File: src/rtl/core/lzw_pkg.sv
// shared types and constants of the lzw byte compressor
`default_nettype none
package lzw_pkg;
    localparam int DICT_SIZE  = 4096;
    localparam int CODE_W     = $clog2(DICT_SIZE);
    localparam int NFC_W      = CODE_W + 1;
    localparam int OUT_W      = 12;
    localparam int BYTE_W     = 8;
    localparam int FIRST_PAIR = 256;

    typedef struct packed {
        logic [CODE_W-1:0] prefix;
        logic [BYTE_W-1:0] data;
    } t_entry;

    typedef enum logic [2:0] {
        S_IDLE, S_DECIDE, S_READ, S_CMP, S_MISS, S_LAST
    } t_state;

    typedef struct packed {
        logic take;
        logic first;
        logic rd;
        logic step;
        logic hit;
        logic emit_miss;
        logic emit_last;
    } t_cmd;

    typedef struct packed {
        logic have;
        logic last;
        logic scan_done;
        logic hit;
        logic out_free;
    } t_stat;
endpackage
`default_nettype wire

File: src/rtl/core/lzw_ctrl.sv
// controller state machine of the lzw byte compressor
`default_nettype none
module lzw_ctrl (
    input  wire logic          i_clk,
    input  wire logic          i_rst_n,
    input  wire logic          i_in_valid,
    output logic               o_in_ready,
    input  wire lzw_pkg::t_stat i_stat,
    output lzw_pkg::t_cmd      o_cmd
);
    lzw_pkg::t_state r_state, n_state;

    always_ff @(posedge i_clk) begin
        if (!i_rst_n) begin
            r_state <= lzw_pkg::S_IDLE;
        end else begin
            r_state <= n_state;
        end
    end

    always_comb begin
        n_state    = r_state;
        o_cmd      = '0;
        o_in_ready = 1'b0;
        case (r_state)
            lzw_pkg::S_IDLE: begin
                o_in_ready = 1'b1;
                if (i_in_valid) begin
                    o_cmd.take = 1'b1;
                    n_state    = lzw_pkg::S_DECIDE;
                end
            end
            lzw_pkg::S_DECIDE: begin
                if (!i_stat.have) begin
                    o_cmd.first = 1'b1;
                    n_state = i_stat.last ? lzw_pkg::S_LAST : lzw_pkg::S_IDLE;
                end else begin
                    n_state = lzw_pkg::S_READ;
                end
            end
            lzw_pkg::S_READ: begin
                if (i_stat.scan_done) begin
                    n_state = lzw_pkg::S_MISS;
                end else begin
                    o_cmd.rd = 1'b1;
                    n_state  = lzw_pkg::S_CMP;
                end
            end
            lzw_pkg::S_CMP: begin
                if (i_stat.hit) begin
                    o_cmd.hit = 1'b1;
                    n_state = i_stat.last ? lzw_pkg::S_LAST : lzw_pkg::S_IDLE;
                end else begin
                    o_cmd.step = 1'b1;
                    n_state    = lzw_pkg::S_READ;
                end
            end
            lzw_pkg::S_MISS: begin
                if (i_stat.out_free) begin
                    o_cmd.emit_miss = 1'b1;
                    n_state = i_stat.last ? lzw_pkg::S_LAST : lzw_pkg::S_IDLE;
                end
            end
            lzw_pkg::S_LAST: begin
                if (i_stat.out_free) begin
                    o_cmd.emit_last = 1'b1;
                    n_state = lzw_pkg::S_IDLE;
                end
            end
            default: begin
                n_state = lzw_pkg::S_IDLE;
            end
        endcase
    end
endmodule
`default_nettype wire

File: config.mk
export PLATFORM = sky130hd
export DESIGN_NAME = lzw_ctrl
export DESIGN_NICKNAME = d
export VERILOG_FILES = /design/src/rtl/core/lzw_pkg.sv /design/src/rtl/core/lzw_ctrl.sv
export SDC_FILE = /design/constraint.sdc
export NUM_CORES = 1
export LEC_CHECK = 0
export BUFFER_PORTS_ARGS = -buffer_cell sky130_fd_sc_hd__buf_4
export CAP_MARGIN = 0
export CORE_AREA = 2 2 39 41
export DETAILED_ROUTE_END_ITERATION = 8
export DIE_AREA = 0 0 41 43
export GPL_ROUTABILITY_DRIVEN = 0
export SLEW_MARGIN = 20
export SYNTH_ARGS = -nofsm -noshare
export SYNTH_HDL_FRONTEND = slang
export SYNTH_SLANG_ARGS = --single-unit
File: constraint.sdc
create_clock -name i_clk -period 1.5 [get_ports i_clk]
set_input_delay 0.075 -clock i_clk [delete_from_list [all_inputs] [get_ports i_clk]]
set_output_delay 0.075 -clock i_clk [all_outputs]
set_load 0.005 [all_outputs]
==> results.cfg <==
[global_routing]
grt_pass1_vias = 300
grt_use_total = 0.100
grt-ovfl-total = 0
grt_max_degree = 12
grt_pass1_wl_mm = 1.18
antenna_found_initial = 0

[timing]
max_freq_ghz = 0.738
setup_viol = 0
fin_worst_skew_ps = 1.47
final-max-slew-violation-count = 0
post-route-min-period_ps = 1350
rsz0062_at_grt = false
timing.slew.headroom = 0.785
setup_tns_ps = 0
worstMarginPinSlew_ps = 323
hold_viol_final = 0
post-route-period-util = 0.903
holdWs_ps = 140

[setup_path]
path_cells = nor2b_4, nor3b_1, buf_4
r2r-end = r_state[2]
cp-start-kind = flop
crit_start = r_state[0]
path_depth = 3
cp.arrival_ps = 1280
crit_family = flip-flops
r2r_slack_ps = 200
critPathCapture = o_cmd[5]
worst_r2r_path_depth = 4
cp-end-kind = output port
crit_required_ps = 1420
cpMaxStageDelayCell = dfxtp_1
crit_buf_inv = 1
critPathKind = flop to output port
max_stage_delay_ps = 500
cp_max_fo = 11
r2r_start = r_state[0]

[place]
dp_hpwl_um = 539
dp.cells = 66
portBuffers = 15

[synth]
syn_avg_cell_area_um2 = 7.61
synth_top_area_cell = dfxtp_1
synth_area_leaders = dfxtp_1, buf_6, nor2_1, nand2_1, nor2b_4
ys.flop_type = dfxtp_1
synth_most_common_cell = nor2_1
synth_warnings = 0
synth_nets = 46
ys_seq_area_frac = 0.208
synth.top_cell.area_share = 0.208
syn_inst = 38
netlist_top_cells_count = nor2_1, nand2_1, dfxtp_1
synth_edf_count = 0
synth_cell_types = 25
netlist_area_um2 = 289
synth_seq_cells = 3
async_flop_share = 0

[power_and_ir_drop]
powerDensity_mw_per_mm2 = 837
irDropWorstVdd_uv = 160
p_leak_uw = 0.000186

[finish]
fill_cells = 153
reg.largest.list = r_state: 3 flops
drive_above_1_share = 0.426
final_cells = 70
n_antenna_cell = 0
synthToLayoutAreaGrowth_pct = 45.0
largest_reg_flops = 3
regMostFlops = r_state
nets = 63

[die]
core_area_mm2 = 0.00138
die_w_um = 41
dieArea_mm2 = 0.00176
die_h_um = 43
initial_core_util = 0.209
io_pins = 16
rows = 14

[route]
drc_errors = 0
avgViaCountPerCell = 4.71
wl_per_cell_um = 9.70
dr.pass1.iters = 4
ant_nets = 0
drt_wl_total_um = 679
vias = 330
first_iter_violations = 5

[job]
drv_cap = 0

[clocking]
htreeDepth = 1
hold_buffers = 0
cts_max_path_buffers = 2
clock_sinks = 3
cts_tree = done
cts-root-buf = clkbuf_4
clkTransAtPathRegs_ps = 40
cts_buffers = 3
post_cts_resized = 0
clk_latency_ps = 230
post_cts_buffers = 0

[outcome]
status = complete, no violations

[worst_hold_path]
hold_class = primary input to flop
[report_power, final]
| group | total, µW | switching (µW) | internal (µW) |
|---|---|---|---|
| Clock | 141 | 41.4 | 99.7 |
| Combinational | 103 | 43.2 | 59.9 |
| Sequential | 107 | 18.8 | 88.0 |
[how the worst min path moves through the flow]
stage | endpoint | from | depth (start not counted) | slack, ps
final | r_state[1] | i_stat[4] | 3 | 140
after global routing | r_state[1] | i_stat[4] | 3 | 190
after CTS | r_state[1] | i_stat[4] | 3 | 140
after detailed placement | r_state[1] | i_stat[4] | 3 | 380
after global placement | r_state[1] | i_stat[4] | 3 | 380
after floorplan | o_cmd[4] | i_stat[2] | 1 | 180
[metal layers]
layer / GRT usage / vias up / wire [µm]
met4: 0.0800 / 0 / 0
li1: - / 172 / -
met2: 0.125 / 7 / 332
met3: 0.0157 / 0 / 27
met1: 0.144 / 151 / 319
met5: 0 / - / 0
[cells in the final DEF, fill, tap and decap left out, types with 2 or more instances in the layout]
cell	instances
and3_1	2
buf_4	15
clkbuf_4	3
dfxtp_1	2
nand2_1	4
nand3_1	2
nor2_1	5
nor3_1	2
[worst reg2reg max path: cells and delay by family (launching register included)]
family          cells  cell delay, ps
flops               1             500
compound gates      2             370
simple gates        2             300
[area by class of cell]
cell class                 instances  area [µm²]  share of cell area
clock buffer                       4        26.3              0.0627
timing repair buffer              15         113               0.269
multi-input combinational         31         195               0.466
sequential                         3        61.3               0.146
inverter                           1        3.75             0.00896
tap                               16        20.0              0.0478
[logic make-up after synthesis]
group | after synthesis | synth area share
compound gates | 6 | 0.152
buf+inv | 4 | 0.117
flops | 3 | 0.208
simple gates | 25 | 0.524
[stage by stage]
stage | setup slack (ps) | util | instance area [µm²] | total power [µW]
2_1_floorplan | 440 | - | 289 | 175
3_3_place_gp | 218 | 0.283 | 392 | 210
3_5_place_dp | 199 | 0.283 | 392 | 211
4_1_cts | 28.9 | 0.302 | 418 | 360
5_1_grt | 53.2 | 0.303 | 419 | 384
6_report | 145 | 0.303 | 419 | 351
(Power assumes the default switching activity.)
